### src/hw/rtl/rfrc_pkg.sv
// Shared types and constants for the radio frame receive checker.
package rfrc_pkg;

  localparam int CFG_IDX_W  = 3;
  localparam int CFG_DATA_W = 8;
  localparam int POS_W      = 9;

  localparam logic [CFG_IDX_W-1:0] CFG_LOCAL_ADDRESS    = 3'd0;
  localparam logic [CFG_IDX_W-1:0] CFG_END_MARKER       = 3'd1;
  localparam logic [CFG_IDX_W-1:0] CFG_SPREADING_FACTOR = 3'd2;
  localparam logic [CFG_IDX_W-1:0] CFG_ACK_OPCODE       = 3'd3;
  localparam logic [CFG_IDX_W-1:0] CFG_ACK_REQUEST_MASK = 3'd4;
  localparam logic [CFG_IDX_W-1:0] CFG_CONFIG_BIT_MASK  = 3'd5;

  localparam logic [3:0] SF_RESET = 4'd7;

  localparam logic [POS_W-1:0] POS_SENDER    = 9'd0;
  localparam logic [POS_W-1:0] POS_RECIPIENT = 9'd1;
  localparam logic [POS_W-1:0] POS_ID_HIGH   = 9'd2;
  localparam logic [POS_W-1:0] POS_ID_LOW    = 9'd3;
  localparam logic [POS_W-1:0] POS_OPCODE    = 9'd4;
  localparam logic [POS_W-1:0] POS_LENGTH    = 9'd5;
  localparam logic [POS_W-1:0] HEADER_BYTES  = 9'd6;
  localparam logic [POS_W-1:0] POS_MAX       = 9'd511;

  typedef enum logic [2:0] {
    STATUS_OK            = 3'd0,
    STATUS_TOO_LONG      = 3'd1,
    STATUS_SHORT_PAYLOAD = 3'd2,
    STATUS_ADDRESS       = 3'd3,
    STATUS_END_MARKER    = 3'd4,
    STATUS_NOISE         = 3'd5,
    STATUS_SHORT_HEADER  = 3'd6
  } status_t;

  typedef struct packed {
    logic [7:0] local_address;
    logic [7:0] end_marker;
    logic [3:0] spreading_factor;
    logic [7:0] ack_opcode;
    logic [7:0] ack_request_mask;
    logic [7:0] config_bit_mask;
  } cfg_t;

  typedef struct packed {
    logic        kind;
    logic [7:0]  payload_byte;
    logic [7:0]  sender_address;
    logic [7:0]  recipient_address;
    logic [15:0] message_id;
    logic [7:0]  opcode;
    logic [7:0]  payload_length;
    status_t     status;
    logic        wants_ack;
    logic        carries_config;
    logic        is_ack;
  } result_t;

endpackage

### src/hw/rtl/rfrc_cfg_regs.sv
// Configuration register file of the radio frame receive checker.
module rfrc_cfg_regs (
  input  logic                            clk,
  input  logic                            rst_n,
  input  logic                            wr_en,
  input  logic [rfrc_pkg::CFG_IDX_W-1:0]  wr_index,
  input  logic [rfrc_pkg::CFG_DATA_W-1:0] wr_data,
  output rfrc_pkg::cfg_t                  cfg
);

  rfrc_pkg::cfg_t cfg_r;

  always_ff @(posedge clk) begin
    if (!rst_n) begin
      cfg_r.local_address    <= 8'd0;
      cfg_r.end_marker       <= 8'd0;
      cfg_r.spreading_factor <= rfrc_pkg::SF_RESET;
      cfg_r.ack_opcode       <= 8'd0;
      cfg_r.ack_request_mask <= 8'd0;
      cfg_r.config_bit_mask  <= 8'd0;
    end else if (wr_en) begin
      unique case (wr_index)
        rfrc_pkg::CFG_LOCAL_ADDRESS:    cfg_r.local_address    <= wr_data;
        rfrc_pkg::CFG_END_MARKER:       cfg_r.end_marker       <= wr_data;
        rfrc_pkg::CFG_SPREADING_FACTOR: cfg_r.spreading_factor <= wr_data[3:0];
        rfrc_pkg::CFG_ACK_OPCODE:       cfg_r.ack_opcode       <= wr_data;
        rfrc_pkg::CFG_ACK_REQUEST_MASK: cfg_r.ack_request_mask <= wr_data;
        rfrc_pkg::CFG_CONFIG_BIT_MASK:  cfg_r.config_bit_mask  <= wr_data;
        default: ;
      endcase
    end
  end

  assign cfg = cfg_r;

endmodule

### src/hw/rtl/rfrc_parser.sv
// Packet state and per-byte header parse, payload echo and summary checks.
module rfrc_parser #(
  parameter int unsigned PAYLOAD_MAX = 32
) (
  input  logic                 clk,
  input  logic                 rst_n,
  input  logic                 advance,
  input  logic [7:0]           rx_byte,
  input  logic                 last_byte,
  input  logic signed [7:0]    snr_quarter_db,
  input  rfrc_pkg::cfg_t       cfg,
  output logic                 has_result,
  output rfrc_pkg::result_t    result
);

  localparam logic [8:0] LEN_MAX = 9'(PAYLOAD_MAX);

  logic [rfrc_pkg::POS_W-1:0] pos_r, pos_nxt;
  logic [7:0]  sender_r, sender_nxt;
  logic [7:0]  recipient_r, recipient_nxt;
  logic [15:0] id_r, id_nxt;
  logic [7:0]  opcode_r, opcode_nxt;
  logic [7:0]  length_r, length_nxt;
  logic [7:0]  count_r, count_nxt;
  logic        end_err_r, end_err_nxt;
  logic        is_payload;
  logic [7:0]  sf_x10;
  logic signed [8:0] limit;
  logic signed [8:0] snr_ext;
  rfrc_pkg::status_t status;
  logic        flags_on;

  always_comb begin
    sender_nxt    = sender_r;
    recipient_nxt = recipient_r;
    id_nxt        = id_r;
    opcode_nxt    = opcode_r;
    length_nxt    = length_r;
    count_nxt     = count_r;
    end_err_nxt   = end_err_r;
    is_payload    = 1'b0;
    case (pos_r)
      rfrc_pkg::POS_SENDER:    sender_nxt       = rx_byte;
      rfrc_pkg::POS_RECIPIENT: recipient_nxt    = rx_byte;
      rfrc_pkg::POS_ID_HIGH:   id_nxt[15:8]     = rx_byte;
      rfrc_pkg::POS_ID_LOW:    id_nxt[7:0]      = rx_byte;
      rfrc_pkg::POS_OPCODE:    opcode_nxt       = rx_byte;
      rfrc_pkg::POS_LENGTH:    length_nxt       = rx_byte;
      default: begin
        if ({1'b0, length_r} <= LEN_MAX) begin
          if (count_r < length_r) begin
            count_nxt  = count_r + 8'd1;
            is_payload = 1'b1;
          end else if (pos_r == rfrc_pkg::HEADER_BYTES + {1'b0, length_r}) begin
            if (rx_byte != cfg.end_marker) begin
              end_err_nxt = 1'b1;
            end
          end
        end
      end
    endcase
    pos_nxt = (pos_r != rfrc_pkg::POS_MAX) ? pos_r + 9'd1 : pos_r;
  end

  // noise limit 40 - 10*sf in quarter dB
  assign sf_x10  = {1'b0, cfg.spreading_factor, 3'b000} + {3'b000, cfg.spreading_factor, 1'b0};
  assign limit   = 9'sd40 - $signed({1'b0, sf_x10});
  assign snr_ext = {snr_quarter_db[7], snr_quarter_db};

  always_comb begin
    if (pos_nxt < rfrc_pkg::HEADER_BYTES) begin
      status = rfrc_pkg::STATUS_SHORT_HEADER;
    end else if ({1'b0, length_nxt} > LEN_MAX) begin
      status = rfrc_pkg::STATUS_TOO_LONG;
    end else if (count_nxt != length_nxt) begin
      status = rfrc_pkg::STATUS_SHORT_PAYLOAD;
    end else if ((recipient_nxt & cfg.local_address) != cfg.local_address) begin
      status = rfrc_pkg::STATUS_ADDRESS;
    end else if (end_err_nxt) begin
      status = rfrc_pkg::STATUS_END_MARKER;
    end else if (snr_ext <= limit) begin
      status = rfrc_pkg::STATUS_NOISE;
    end else begin
      status = rfrc_pkg::STATUS_OK;
    end
  end

  assign flags_on = (status == rfrc_pkg::STATUS_OK) || (status == rfrc_pkg::STATUS_NOISE);

  always_comb begin
    result = '0;
    result.payload_byte = is_payload ? rx_byte : 8'd0;
    if (last_byte) begin
      result.kind              = 1'b1;
      result.sender_address    = sender_nxt;
      result.recipient_address = recipient_nxt;
      result.message_id        = id_nxt;
      result.opcode            = opcode_nxt;
      result.payload_length    = length_nxt;
      result.status            = status;
      result.wants_ack         = flags_on && ((opcode_nxt & cfg.ack_request_mask) != 8'd0);
      result.carries_config    = flags_on && ((opcode_nxt & cfg.config_bit_mask) != 8'd0);
      result.is_ack            = flags_on && (opcode_nxt == cfg.ack_opcode);
    end
  end

  assign has_result = last_byte || is_payload;

  always_ff @(posedge clk) begin
    if (!rst_n || (advance && last_byte)) begin
      pos_r       <= '0;
      sender_r    <= 8'd0;
      recipient_r <= 8'd0;
      id_r        <= 16'd0;
      opcode_r    <= 8'd0;
      length_r    <= 8'd0;
      count_r     <= 8'd0;
      end_err_r   <= 1'b0;
    end else if (advance) begin
      pos_r       <= pos_nxt;
      sender_r    <= sender_nxt;
      recipient_r <= recipient_nxt;
      id_r        <= id_nxt;
      opcode_r    <= opcode_nxt;
      length_r    <= length_nxt;
      count_r     <= count_nxt;
      end_err_r   <= end_err_nxt;
    end
  end

endmodule

### src/hw/rtl/radio_frame_receive_checker_top.sv
// Top level of the radio frame receive checker.
// Usage:
//   Input channel (in_valid/in_ready) carries one packet byte per beat, with
//   in_last_byte on the final byte and in_snr_quarter_db sampled with it.
//   Result channel (out_valid/out_ready) gives one beat per payload byte
//   (out_kind 0) and one summary beat (out_kind 1) on the flagged last byte.
//   A last byte that is itself payload gives only the summary beat.
//   Configuration registers are written through cfg_wr_en/cfg_index/cfg_data
//   while no packet is in flight.
// Timing:
//   A byte is held in the input register, then parsed and its result
//   captured in the output register. One byte per cycle is sustained while
//   the result channel does not stall.
// Reset: synchronous rst_n clears packet state, empties both registers and
//   restores register defaults (spreading factor 7).
// Stall: while out_ready is low the result beat holds; bytes that make no
//   result still pass, and the first byte that makes one waits in the input
//   register, dropping in_ready.
module radio_frame_receive_checker_top #(
  parameter int unsigned PAYLOAD_MAX = 32
) (
  input  logic                            clk,
  input  logic                            rst_n,
  input  logic                            in_valid,
  output logic                            in_ready,
  input  logic [7:0]                      in_rx_byte,
  input  logic                            in_last_byte,
  input  logic signed [7:0]               in_snr_quarter_db,
  output logic                            out_valid,
  input  logic                            out_ready,
  output logic                            out_kind,
  output logic [7:0]                      out_payload_byte,
  output logic [7:0]                      out_sender_address,
  output logic [7:0]                      out_recipient_address,
  output logic [15:0]                     out_message_id,
  output logic [7:0]                      out_opcode,
  output logic [7:0]                      out_payload_length,
  output logic [2:0]                      out_status,
  output logic                            out_wants_ack,
  output logic                            out_carries_config,
  output logic                            out_is_ack,
  input  logic                            cfg_wr_en,
  input  logic [rfrc_pkg::CFG_IDX_W-1:0]  cfg_index,
  input  logic [rfrc_pkg::CFG_DATA_W-1:0] cfg_data
);

  rfrc_pkg::cfg_t    cfg;
  rfrc_pkg::result_t res;
  rfrc_pkg::result_t out_r;
  logic              has_result;
  logic              s1_valid_r;
  logic [7:0]        s1_byte_r;
  logic              s1_last_r;
  logic signed [7:0] s1_snr_r;
  logic              s1_go;
  logic              advance;
  logic              out_valid_r;

  rfrc_cfg_regs u_cfg (
    .clk      (clk),
    .rst_n    (rst_n),
    .wr_en    (cfg_wr_en),
    .wr_index (cfg_index),
    .wr_data  (cfg_data),
    .cfg      (cfg)
  );

  rfrc_parser #(
    .PAYLOAD_MAX (PAYLOAD_MAX)
  ) u_parser (
    .clk            (clk),
    .rst_n          (rst_n),
    .advance        (advance),
    .rx_byte        (s1_byte_r),
    .last_byte      (s1_last_r),
    .snr_quarter_db (s1_snr_r),
    .cfg            (cfg),
    .has_result     (has_result),
    .result         (res)
  );

  assign s1_go    = !has_result || !out_valid_r || out_ready;
  assign advance  = s1_valid_r && s1_go;
  assign in_ready = !s1_valid_r || s1_go;

  always_ff @(posedge clk) begin
    if (!rst_n) begin
      s1_valid_r <= 1'b0;
    end else if (in_ready) begin
      s1_valid_r <= in_valid;
    end
  end

  always_ff @(posedge clk) begin
    if (in_valid && in_ready) begin
      s1_byte_r <= in_rx_byte;
      s1_last_r <= in_last_byte;
      s1_snr_r  <= in_snr_quarter_db;
    end
  end

  always_ff @(posedge clk) begin
    if (!rst_n) begin
      out_valid_r <= 1'b0;
    end else if (advance && has_result) begin
      out_valid_r <= 1'b1;
    end else if (out_ready) begin
      out_valid_r <= 1'b0;
    end
  end

  always_ff @(posedge clk) begin
    if (advance && has_result) begin
      out_r <= res;
    end
  end

  assign out_valid             = out_valid_r;
  assign out_kind              = out_r.kind;
  assign out_payload_byte      = out_r.payload_byte;
  assign out_sender_address    = out_r.sender_address;
  assign out_recipient_address = out_r.recipient_address;
  assign out_message_id        = out_r.message_id;
  assign out_opcode            = out_r.opcode;
  assign out_payload_length    = out_r.payload_length;
  assign out_status            = out_r.status;
  assign out_wants_ack         = out_r.wants_ack;
  assign out_carries_config    = out_r.carries_config;
  assign out_is_ack            = out_r.is_ack;

endmodule

### config.mk
export PLATFORM = sky130hd
export DESIGN_NAME = radio_frame_receive_checker_top
export DESIGN_NICKNAME = d
export VERILOG_FILES = /design/src/hw/rtl/rfrc_pkg.sv /design/src/hw/rtl/rfrc_cfg_regs.sv /design/src/hw/rtl/rfrc_parser.sv /design/src/hw/rtl/radio_frame_receive_checker_top.sv
export SDC_FILE = /design/constraint.sdc
export NUM_CORES = 1
export LEC_CHECK = 0
export BUFFER_PORTS_ARGS = -buffer_cell sky130_fd_sc_hd__buf_4
export CAP_MARGIN = 20
export CORE_UTILIZATION = 40
export DETAILED_ROUTE_END_ITERATION = 8
export GPL_TIMING_DRIVEN = 0
export PLACE_DENSITY = 0.55
export REMOVE_ABC_BUFFERS = 1
export SLEW_MARGIN = 40
export SYNTH_ARGS = -nofsm -noshare
export SYNTH_HDL_FRONTEND = slang
export SYNTH_HIERARCHICAL = 1
export SYNTH_SLANG_ARGS = --single-unit
export TNS_END_PERCENT = 10
### constraint.sdc
create_clock -name clk -period 8.22 [get_ports clk]
set_input_delay 1.644 -clock clk [delete_from_list [all_inputs] [get_ports clk]]
set_output_delay 1.644 -clock clk [all_outputs]
set_load 0.1 [all_outputs]
[Word-level counts from Yosys, hierarchy flattened]
Index checks and enable logic that the tools add are counted.
Cells by class
  $add $sub $neg: 5
  $mul: 0
  div/mod/pow operators: 0
  order comparisons: 5
  equal/unequal tests: 17
  shifts and indexed selects: 0
  muxes and demuxes: 27
  bitwise gates (word level): 3
  reductions and logical operators: 30
Operators by type and width (number)
  $mux W8: 9
  $and A8 B8 Y8: 3
  $ne A8 B8 Y1: 3
  $eq A9 B2 Y1 const B: 2
  $eq A9 B3 Y1 const B: 2
  $mux W3: 6
  $reduce_bool A8 Y1: 2
  $reduce_and A2 Y1: 6
  $mux W1: 11
  $add A3 B8 Y9 const A: 1
  $add A9 B1 Y9 const B: 1
  $eq A3 B3 Y1 const B: 3
  $eq A9 B1 Y1 const B: 1
  $eq A9 B9 Y1: 1
  $le A8 B9 Y1: 1
  $logic_not A9 Y1: 1
  $lt A9 B3 Y1 const B: 1
  $mux W9: 1
  $ne A9 B9 Y1 const B: 1
  $sub A6 B8 Y9 const A: 1
  $add A7 B5 Y8: 1
  $add A8 B1 Y8 const B: 1
  $eq A8 B8 Y1: 1
  $gt A8 B6 Y1 const B: 1
  10 further kinds: 26
Storage, ports and cells
  register bits: 192
  latch bits: 0
  memory bits (writable): 0
  memory bits (read-only): 0
  input port bits: 33
  output and inout bits: 65
  logic and storage cells: 117
  memories: 0

[Depth between registers and ports, before layout]
Gate-level depths: netlist of the first run.
  word-level depth: 14
  mapped depth: 14
  depth with buffers taken out: 14

[By module]
The synthesis of the first run kept the hierarchy.
Modules (own cells, without submodules)
  rfrc_parser: instances 1, cells each 749, area each 5475.3 µm², sequential area each 1321.3 µm²
  radio_frame_receive_checker_top: instances 1, cells each 92, area each 2519.9 µm², sequential area each 2442.3 µm²
  rfrc_cfg_regs: instances 1, cells each 161, area each 1664.1 µm², sequential area each 880.8 µm²

[Worst setup path after synthesis of the first run]
No wires, ideal clock.
  path type: register to register
  start point: register u_parser.length_r[1]
  end point: register out_r, in the netlist out_carries_config, enable pin
  library setup time: 0.484 ns
  data arrival time: 4.485 ns
  data required time: 7.736 ns
  slack: 3.251 ns
  cell stages (with the launch flop): 9
  path buffers: 0
  period minus slack after synthesis: 4.969 ns
  path through: dfxtp_1 > inv_1 > ha_1 > a2111o_1 > a31o_2 > nor2_1 > or2_2 > nand2_1 > nor2_1
Between the ends
  word-level cells in the longest chain between the ends: 10
  elaborated cells between the ends (all ways): 11
  classes of those cells: order compare: 2; mux: 3; reduce/logical: 6
RTL lines
  start, declared: RTL line rfrc_parser.sv:23  | logic [7:0] length_r, length_nxt;
  start signal, assigned: RTL line rfrc_parser.sv:125  | length_r <= length_nxt;
  $lt A8 B8 Y1: RTL line rfrc_parser.sv:51  | if (count_r < length_r) begin
  $mux W1: RTL line rfrc_parser.sv:51
  $mux W1 (*): RTL line rfrc_parser.sv:50  | if ({1'b0, length_r} <= LEN_MAX) begin
  $mux W1 (*): RTL line rfrc_parser.sv:42  | case (pos_r)
  $logic_or A1 B1 Y1 (*): RTL line rfrc_parser.sv:107  | assign has_result = last_byte || is_payload;
  via has_result: RTL line radio_frame_receive_checker_top.sv:50  | logic has_result;
  $logic_not A1 Y1: RTL line radio_frame_receive_checker_top.sv:82  | assign s1_go = !has_result || !out_valid_r || out_ready;
  $logic_or A1 B1 Y1 (2 in a row): RTL line radio_frame_receive_checker_top.sv:82
  $logic_and A1 B1 Y1: RTL line radio_frame_receive_checker_top.sv:83  | assign advance = s1_valid_r && s1_go;
  $logic_and A1 B1 Y1 (*): RTL line radio_frame_receive_checker_top.sv:113  | if (advance && has_result) begin
  end signal, assigned: RTL line radio_frame_receive_checker_top.sv:114  | out_r <= res;
  end, declared: RTL line radio_frame_receive_checker_top.sv:49  | rfrc_pkg::result_t out_r;
Mark *: on every way through the listed nets, which the timed path passes. The rest lies on a longest branch.
A chain may end at the register's enable or synchronous reset.

[Worst setup path after layout of the first run]
  start point: register u_parser/pos_r[1] (netlist bit)
  end point: output in_ready
Between the ends
  word-level cells in the longest chain between the ends: 8
  elaborated cells between the ends (all ways): 13
  classes of those cells: eq/ne: 5; mux: 1; reduce/logical: 7
RTL lines
  start, declared: RTL line rfrc_parser.sv:18  | logic [rfrc_pkg::POS_W-1:0] pos_r, pos_nxt;
  start signal, assigned: RTL line rfrc_parser.sv:120  | pos_r <= pos_nxt;
  $eq A9 B1 Y1, or another cell as far along: RTL line rfrc_parser.sv:42
  $reduce_or A6 Y1 (no source line) (*)
  $mux W1 (*): RTL line rfrc_parser.sv:42
  $logic_or A1 B1 Y1 (*): RTL line rfrc_parser.sv:107
  via has_result: RTL line radio_frame_receive_checker_top.sv:50
  $logic_not A1 Y1 (*): RTL line radio_frame_receive_checker_top.sv:82
  $logic_or A1 B1 Y1 (*) (2 in a row): RTL line radio_frame_receive_checker_top.sv:82
  $logic_or A1 B1 Y1 (*): RTL line radio_frame_receive_checker_top.sv:84  | assign in_ready = !s1_valid_r || s1_go;
  end, declared: RTL line radio_frame_receive_checker_top.sv:25  | output logic in_ready,
Marked as above.

==> results.yml, run 1 <==
clock_network:
  tritoncts: "yes"
  post_cts.repair.setup_buffers: 0
  cts_buffers: 17
  clk_pin_slew_ns: 0.08
  hold_buffers: 0
  cts_max_level: 4
  clock_latency_ns: 0.43
  clock-sinks: 192
  clockBufferDepth: 2
  clockRootBuffer: "clkbuf_16"
  cts_resized: 0
sta:
  rsz0062_at_grt: "no"
  tightestPinTransition_ns: 0.865
  fin_crit_ns: 4.75
  finalMaxSlewViolations: 0
  finalCritPeriodShare_pct: 57.8
  setup_tns_ns: 0
  max_freq_mhz: 210
  clock_skew_ns: 0.0101
  setup-violations-final: 0
  final_hold_viol_count: 0
  slew_headroom_pct: 42.4
final_layout:
  layout.cells.non_filler: 1391
  nNetsFinal: 1121
  fillers: 2298
  syn_to_final_growth_pct: 17.1
  drive_gt1_share_pct: 16.0
  regArea_um2: 4640
  multiInputGateArea_um2: 4630
  finish.instance_area_um2: 11300
  antenna_cells: 0
route:
  drt_iter0_drc: 503
  post-route-drc-count: 0
  drtPass1Iterations: 4
  drt_wl_total_um: 23000
  drtAntennaViolNets: 0
  viasPerCell: 5.22
  num_vias: 7255
  wl_per_cell_um: 16.5
synth:
  synth_edf_count: 80
  netlist_instances: 1002
  yosysWarningCount: 6
  synthFlopType: "dfxtp_1"
  ys_ff_latch: 192
  synthArstFlopShare_pct: 0
  synth_area_um2: 9660
  synth_seq_area_share_pct: 48.1
  syn_area_per_cell_um2: 9.64
  ys_types: 70
grt:
  antenna_found_initial: 0
  grtUsageTotal_pct: 19.1
  grt_pass1_vias: 6803
  grt_pass1_wl_um: 36400
  grt-ovfl-total: 0
  grt_max_degree: 59
critical_path:
  cp_cell_sequence: "ha_1, nor2_1, o21ai_0, a21o_1, nor2_1, or2_2, nand4b_4, buf_4"
  cp.required_ns: 6.58
  cp.arrival_ns: 3.11
  crit_type: "flop to primary output"
  crit_path_frequent_cell: "nor2_1"
  endpoint_kind: "primary output"
  path_delay_family: "simple AND/OR/NAND/NOR gates"
  cp.buffers_inverters: 1
  cp-start-kind: "flop"
  crit_path_max_incr_delay_ns: 0.60
  cp_max_fo: 17
  cpMaxStageDelayCell: "ha_1"
floorplan:
  core-area_um2: 23500
  rows: 56
  fp.dieH_um: 157
  dieArea_um2: 24800
  initial_utilization_pct: 41.0
  num_io_pins: 98
  dieWidth_um: 157
placed_design:
  gp_congestion: 0.831
  placed_cell_area_um2: 10700
  hpwl_um: 15400
  place_inst: 1358
  port-buffer-count: 97
power_and_ir_drop:
  power_density_nw_per_um2: 187
  finalPower_mw: 2.11
  p_leak_nw: 4.54
  power_frac_clock_pct: 39.5
  power_switching_uw: 580
  power_frac_seq_pct: 49.3
  p_comb_share_pct: 11.1
  ir_worst_vdd_mv: 0.142
  p_sw_share_pct: 27.5
  p_int_mw: 1.53
outcome:
  status: "completed"
job:
  drv_cap: 0
min_path:
  holdCritPathClass: "flop to flop"
[worst paths after layout]
check                    startpoint             endpoint  slack [ns]  cells past startpoint
setup / recovery  u_parser/pos_r[1]             in_ready        3.47                      8
hold reg to reg       u_cfg/cfg[13]        u_cfg/cfg[13]        0.46                      2
hold / removal        u_cfg/cfg[13]        u_cfg/cfg[13]        0.46                      2
setup reg to reg  u_parser/pos_r[1]  u_parser/count_r[5]        3.97                     13
[synth_stat cells, types with 7 or more instances]
cell type / instances / area share [%]
nand2_1: 136 / 5.3
dfxtp_1: 112 / 23
edfxtp_1: 80 / 25
nor2_1: 80 / 3.1
mux2i_1: 71 / 7.4
nand3_1: 55 / 2.8
clkbuf_1: 52 / 2.0
a21oi_1: 39 / 2.0
a21boi_0: 33 / 2.6
inv_1: 32 / 1.2
ha_1: 29 / 3.8
xnor2_1: 28 / 2.5
xor2_1: 21 / 1.9
o21ai_0: 20 / 1.0
nor3_1: 19 / 0.98
nand2b_1: 18 / 1.2
and3_1: 15 / 0.97
buf_2: 12 / 0.62
nor2b_1: 12 / 0.78
and2_1: 11 / 0.71
o22ai_1: 10 / 0.65
nand4_1: 9 / 0.58
mux2_2: 8 / 0.93
a211oi_1: 7 / 0.54
[state kept, by name, indices dropped and copies added (netlist names), 9 cells and up]
signal / flops
out_message_id: 16
u_cfg/cfg: 44
u_parser/id_r: 16
u_parser/pos_r: 9
[per-stage QoR]
step                      utilization, %  worst slack, ns  hold WS (ns)
after floorplan                        -             3.17         0.439
after global placement              44.5            0.862         0.448
after detailed placement            45.5             3.94         0.456
after CTS                           48.0             3.47         0.467
after global routing                48.0             3.30         0.475
final                               48.0             3.47         0.463
[area by class of cell]
type                    count  share of cell area (%)
flip-flops and latches    192                    41.1
multi-input cells         706                    41.0
repair buffers            109                    8.16
clock buffers              18                    3.88
well taps                 319                    3.53
clock inverters            14                    1.31
inverters                  33                    1.10
[worst register-to-register path, delay by kind of cell (launching register included)]
kind	cells	cell delay [ns]
fa+ha+maj	1	0.60
simple gates	6	1.46
compound gates	3	0.93
flops	1	0.43
xor+xnor	1	0.15
buf+inv	2	0.56
[cell families (layout without fill, tap and decap cells)]
group | Yosys count | in the layout | share of synthesized area [%]
adder cells (fa/ha/maj) | 29 | 29 | 3.76
XOR/XNOR | 49 | 49 | 4.44
AO/OA/AOI/OAI | 154 | 154 | 10.9
multiplexers | 79 | 79 | 8.29
flip-flops | 192 | 192 | 48.1
buffers and inverters | 104 | 174 | 4.39
AND/OR/NAND/NOR | 395 | 395 | 20.1
[layer usage]
layer  wire length [µm]  up-vias  global-route usage [%]
li1                   -     3634                       -
met1              10800     3455                    25.0
met2              11000      140                    32.4
met3                742       26                    2.86
met4                376        0                    6.06
met5                  0        -                       0
[cell usage in the layout, fill, tap and decap left out, drive strengths merged, types with 5 or more instances in the layout]
master  count
nand4       9
and2       12
nor3       19
a21boi     36
mux2i      71
o21ai      20
ha         29
o22ai      10
clkbuf     18
nand2b     18
or3         5
nor2       80
xor2       21
edfxtp     80
buf       109
inv        39
mux2        8
and3       15
xnor2      28
dfxtp     112
nor2b      12
a211oi      8
nand2     136
a21oi      39
nand3      55
nor4        8
[power by group through the flow]
stage	clock (mW)	combinational (mW)	sequential (mW)
finish	0.834	0.235	1.04
global route	0.894	0.252	1.04
CTS	0.856	0.234	1.04
detailed placement	0	0.234	1.06
global placement	0	0.220	1.07
floorplan	0	0.0979	1.12
(Power assumes the default switching activity.)
==> run 2: changes to the inputs <==
--- a/config.mk
+++ b/config.mk
@@ -5,6 +5,7 @@
 export SDC_FILE = /design/constraint.sdc
 export NUM_CORES = 1
 export LEC_CHECK = 0
+export ABC_AREA = 1
 export BUFFER_PORTS_ARGS = -buffer_cell sky130_fd_sc_hd__buf_4
 export CAP_MARGIN = 20
 export CORE_UTILIZATION = 40
==> constraint.sdc (replaced) <==
create_clock -name clk -period 4.5 [get_ports clk]
set_input_delay 0.9 -clock clk [delete_from_list [all_inputs] [get_ports clk]]
set_output_delay 0.9 -clock clk [all_outputs]
set_load 0.1 [all_outputs]
==> run 2 against run 1 <==
Non-clock buffer count decreased by 4. Combinational power increased to 4.2 times the previous value. Highest routed layer unchanged. Sequential power increased by 90%. Clock skew increased by 0.0012 ns. Cell area increased by 1.1%. Via count increased by 9.2%. Count of clock-buffer cells in the layout unchanged. Sequential share of layout area decreased by 0.45 points. Largest cell class unchanged. Critical path depth increased by 8. Die area increased by 0.44%. Synthesized cell count increased by 22%. Largest power group unchanged.
==> results.yml, run 2 <==
final_layout:
  antenna_cells: 0
  final_common_cell: "nand2_1"
  syn_to_final_growth_pct: 17.9
  layout_common_cells: "nand2_1 (228), nor2_1 (201), inv_1 (160)"
  largest_register_ffs: 44
  post-route-util_pct: 48.4
  fillers: 2343
  nNetsFinal: 1363
  drive_gt1_share_pct: 14.8
synth:
  synth_top_area_share_pct: 24.8
  synth_seq_area_share_pct: 47.9
  synth_area_leaders: "edfxtp_1 (25%), dfxtp_1 (23%), nand2_1 (8.8%)"
  synth_common_cells: "nand2_1 (228), nor2_1 (201), inv_1 (161)"
  synth_edf_count: 80
  synth_xor_area_share_pct: 2.62
  synthArstFlopShare_pct: 0
  synth_area_leader_cell: "edfxtp_1"
  synthAdderAreaFrac_pct: 3.74
  synth_compound_area_share_pct: 10.9
  ys_ff_latch: 192
  synth_most_common_cell: "nand2_1"
  synthFlopType: "dfxtp_1"
  ys_types: 43
  yosys.area_share.simple_pct: 26.1
  synth.area.mux_share_pct: 0
  netlist_instances: 1221
  yosysWarningCount: 6
  synth_area_um2: 9700
  synth_top_family_by_area: "simple AND/OR/NAND/NOR gates"
  syn_area_per_cell_um2: 7.95
critical_path:
  cp.required_ns: 4.83
  endpoint_kind: "flop"
  crit_path_frequent_cell: "inv_1"
  reg2regPathDepth: 16
  cp_cell_sequence: "inv_1, ha_1, inv_1, nor2_1, o21ai_0, nand3_2, inv_1, nand2_2, nand2_1, a31oi_4, inv_4, o21ai_4, buf_8, clkinv_4, o211ai_1, inv_1"
  cp-start-kind: "flop"
  reg2reg_from: "u_parser/pos_r[1]"
  cp.arrival_ns: 4.22
  r2r_end: "u_parser/id_r[9]"
  cpMaxStageDelayCell: "a31oi_4"
  crit_type: "flop to flop"
  crit_path_max_incr_delay_ns: 0.46
  cp_max_fo: 44
  r2r_slack_ns: 0.62
  cp.buffers_inverters: 7
  path_delay_family: "compound AO/OA/AOI/OAI gates"
clock_network:
  cts_resized: 0
  clockBufferDepth: 2
  clk_pin_slew_ns: 0.08
  clockRootBuffer: "clkbuf_16"
  clock_latency_ns: 0.43
  hold_buffers: 0
  cts_max_level: 4
  clock-sinks: 192
  cts_buffers: 17
  post_cts.repair.setup_buffers: 0
  tritoncts: "yes"
power_and_ir_drop:
  power_density_nw_per_um2: 399
  ir_worst_vdd_mv: 0.228
  p_leak_nw: 5.27
  finalPower_mw: 4.56
sta:
  setup_tns_ns: 0
  rsz0062_at_grt: "no"
  fin_crit_ns: 3.88
  clock_skew_ns: 0.0113
  finalMaxSlewViolations: 0
  slew_headroom_pct: 49.5
  max_freq_mhz: 258
  setup-violations-final: 0
  final_hold_viol_count: 0
  tightestPinTransition_ns: 0.750
  finalCritPeriodShare_pct: 86.3
grt:
  grt_pass1_wl_um: 38100
  grt-ovfl-total: 0
  grt_pass1_vias: 7301
  grtUsageTotal_pct: 20.0
  grt_max_degree: 48
  antenna_found_initial: 0
floorplan:
  initial_utilization_pct: 41.1
  core-area_um2: 23600
  fp.dieH_um: 158
  dieWidth_um: 158
  dieArea_um2: 24900
  num_io_pins: 98
  rows: 56
route:
  drt_iter0_drc: 388
  wl_per_cell_um: 14.6
  drtPass1Iterations: 5
  drtAntennaViolNets: 0
  num_vias: 7924
  post-route-drc-count: 0
  drt_wl_total_um: 23800
  viasPerCell: 4.85
placed_design:
  gp_congestion: 0.825
  port-buffer-count: 97
  hpwl_um: 17000
min_path:
  worstHoldPathCells: 2
  holdCritPathClass: "flop to flop"
  holdPathEnd: "u_parser/id_r[2]"
  hold_start: "u_parser/id_r[2]"
outcome:
  status: "completed"
job:
  drv_cap: 0
## run 2: area by class of cell
| cell class | count | area, µm² | share of cell area, % |
|---|---|---|---|
| Clock inverter | 14 | 185 | 1.62 |
| Timing Repair Buffer | 105 | 866 | 7.57 |
| Multi-Input combinational cell | 815 | 4240 | 37.1 |
| Tap cell | 319 | 399 | 3.49 |
| Inverter | 170 | 649 | 5.68 |
| Clock buffer | 18 | 450 | 3.94 |
| Sequential cell | 192 | 4640 | 40.6 |
## run 2: report_power, final
part	switching, mW	internal [mW]
Sequential	0.0598	1.92
Combinational	0.712	0.264
Clock	0.760	0.841
## run 2: cell families (layout without fill, tap and decap cells)
family,Yosys count,count (layout)
buf+inv,214,307
fa+ha+maj,29,29
xor+xnor,29,29
flops,192,192
simple gates,573,573
compound gates,184,184
## run 2: worst max-delay path by stage
stage | from | to | slack (ns) | cells past startpoint
after floorplan | u_parser/length_r[7] | u_parser/count_r[4] | -5.03 | 14
after global placement | u_parser/length_r[7] | u_parser/count_r[7] | -9.95 | 14
after detailed placement | u_parser/pos_r[1] | u_parser/id_r[8] | 0.20 | 16
after CTS | u_parser/pos_r[1] | u_parser/id_r[8] | 0.19 | 16
after global routing | u_parser/pos_r[1] | u_parser/sender_r[0] | 0.27 | 16
final | u_parser/pos_r[1] | u_parser/id_r[9] | 0.62 | 16
## run 2: metrics by stage
step	hold slack, ns	setup slack (ns)	cell area, µm²	instances
final	0.478	0.618	11400	1633
after global routing	0.501	0.268	11400	1633
after floorplan	0.444	-5.03	9490	1177
after global placement	0.455	-9.95	10600	1593
after CTS	0.481	0.194	11400	1632
after detailed placement	0.458	0.196	10800	1600
## run 2: worst min-delay path, stage by stage, from the launching register on
cell,delay (ns)
dfxtp_1,0.33
o211ai_1,0.08
inv_1,0.05
## run 2: metal layers
metal  up-vias  GRT usage (%)  share of wire (%)
li1       4118              -                  -
met1      3622           27.0                 49
met2       159           33.4                 46
met3        25           2.57                3.5
met4         0           5.36                1.3
met5         -              0                  0
==> run 3: changes to the inputs <==
--- a/config.mk
+++ b/config.mk
@@ -11,7 +11,6 @@
 export CORE_UTILIZATION = 40
 export DETAILED_ROUTE_END_ITERATION = 8
 export GPL_TIMING_DRIVEN = 0
-export PLACE_DENSITY = 0.55
 export REMOVE_ABC_BUFFERS = 1
 export SLEW_MARGIN = 40
 export SYNTH_ARGS = -nofsm -noshare
==> run 3 against run 2 <==
Critical path depth is the same. Clock skew grew 0.0019 ns. Sequential power is essentially flat. Core utilization shrank 0.17 points. Final cell count is essentially flat. Highest routed layer unchanged. Total power shrank 1.4%. Count of clock-buffer cells in the layout shrank 1.
==> results.yml, run 3 (same netlist as run 2, synthesis figures left out) <==
critical_path:
  reg2regPathDepth: 16
  cp-start-kind: "flop"
  cp.arrival_ns: 4.25
  cp_max_fo: 44
  cp.required_ns: 4.83
  endpoint_kind: "flop"
  crit_type: "flop to flop"
grt:
  grtUsageTotal_pct: 19.5
  grt_max_degree: 48
  grt_pass1_wl_um: 36900
  antenna_found_initial: 0
  grt-ovfl-total: 0
  grt_pass1_vias: 7115
sta:
  final_hold_viol_count: 0
  setup_tns_ns: 0
  finalCritPeriodShare_pct: 87.1
  setup-violations-final: 0
  max_freq_mhz: 255
  fin_crit_ns: 3.92
  clock_skew_ns: 0.0133
  tightestPinTransition_ns: 0.791
  rsz0062_at_grt: "no"
  holdWs_ns: 0.478
  finalMaxSlewViolations: 0
  slew_headroom_pct: 46.8
floorplan:
  num_io_pins: 98
  dieArea_um2: 24900
  core-area_um2: 23600
  initial_utilization_pct: 41.1
  fp.dieH_um: 158
  dieWidth_um: 158
  rows: 56
power_and_ir_drop:
  power_density_nw_per_um2: 394
  finalPower_mw: 4.49
  ir_worst_vdd_mv: 0.228
  p_comb_share_pct: 21.6
  power_frac_seq_pct: 44.1
  p_leak_nw: 5.25
  power_frac_clock_pct: 34.3
  p_sw_share_pct: 34.5
  power_switching_mw: 1.55
  p_int_mw: 2.94
min_path:
  worstHoldPathCells: 2
  holdCritPathClass: "flop to flop"
placed_design:
  hpwl_um: 16600
  port-buffer-count: 97
  gp_congestion: 0.839
clock_network:
  hold_buffers: 0
  clk_pin_slew_ns: 0.08
  tritoncts: "yes"
  cts_max_level: 4
  cts_buffers: 17
  clockBufferDepth: 2
  post_cts.repair.setup_buffers: 0
  clockRootBuffer: "clkbuf_16"
  clock-sinks: 192
  clock_latency_ns: 0.45
final_layout:
  syn_to_final_growth_pct: 17.4
  layout_common_cells: "nand2_1 (228), nor2_1 (201), inv_1 (160)"
  largest_register_ffs: 44
  antenna_cells: 0
  nNetsFinal: 1362
  final_common_cell: "nand2_1"
  drive_gt1_share_pct: 14.8
route:
  drtAntennaViolNets: 0
  post-route-drc-count: 0
  wl_per_cell_um: 14.3
  viasPerCell: 4.88
  num_vias: 7965
  drtPass1Iterations: 6
  drt_iter0_drc: 567
  drt_wl_total_um: 23300
outcome:
  status: "completed"
job:
  drv_cap: 0
==> run 3: changes by cell type in the layout (fill, tap and decap cells not counted), sizes merged <==
cell and change:
buf -1, bufinv -1, clkbuf -1, clkinv +2, clkinvlp -1, inv +1
==> run 3: stage by stage <==
stage	utilization [%]	std cells	cell area (µm²)	setup slack [ns]
global placement	45.0	1593	10600	-9.80
finish	48.3	1632	11400	0.580
global route	48.3	1632	11400	0.249
floorplan	-	1177	9490	-5.03
CTS	48.3	1632	11400	0.175
detailed placement	45.7	1600	10800	0.210
==> run 3: worst max-delay path: stages (launching register included) <==
cell and delay, ns:
dfxtp_1 0.45, inv_2 0.09, ha_1 0.30, nand2_1 0.07
o21a_1 0.21, nand3_2 0.11, inv_1 0.08, nand2_2 0.25
nand2_1 0.23, a31oi_4 0.39, buf_8 0.23, inv_4 0.18
o21ai_4 0.36, buf_8 0.22, clkinv_4 0.31, o211ai_1 0.23
inv_1 0.06
==> run 3: worst paths after layout <==
kind | from | slack (ns) | end
worst max-delay path | u_parser/length_r[7] | 0.58 | u_parser/recipient_r[4]
worst min register to register | u_parser/id_r[7] | 0.48 | u_parser/id_r[7]
worst min-delay path | u_parser/id_r[7] | 0.48 | u_parser/id_r[7]
worst max register to register | u_parser/length_r[7] | 0.58 | u_parser/recipient_r[4]
==> run 3: cell type report <==
cell class                      count  area [µm²]
Inverter                          170         649
Clock buffer                       17         425
Fill cell                        2328       12200
Multi-Input combinational cell    815        4240
Timing Repair Buffer              104         851
Clock inverter                     15         184
Tap cell                          319         399
Sequential cell                   192        4640
==> run 3: power by group through the flow <==
stage | sequential (mW) | combinational [mW] | clock (mW)
after global routing | 1.99 | 1.07 | 1.64
after detailed placement | 2.02 | 0.970 | 0
after global placement | 2.02 | 0.947 | 0
after CTS | 1.98 | 0.973 | 1.59
final | 1.98 | 0.970 | 1.54
after floorplan | 2.25 | 0.486 | 0
==> run 3: routing by layer <==
layer | up-vias | wire length [µm] | part of all wire (%) | global-route usage (%)
met1 | 3658 | 10800 | 46 | 25.8
met2 | 157 | 11200 | 48 | 32.2
met4 | 0 | 327 | 1.4 | 5.92
met5 | - | 0 | 0 | 0
li1 | 4126 | - | - | -
met3 | 24 | 938 | 4.0 | 3.37
==> run 3: repair_timing <==
action | CTS | global route
resized for setup | 0 | 1
endpoints found under the hold margin | 0 | 0
endpoints found under the setup margin | 0 | 44
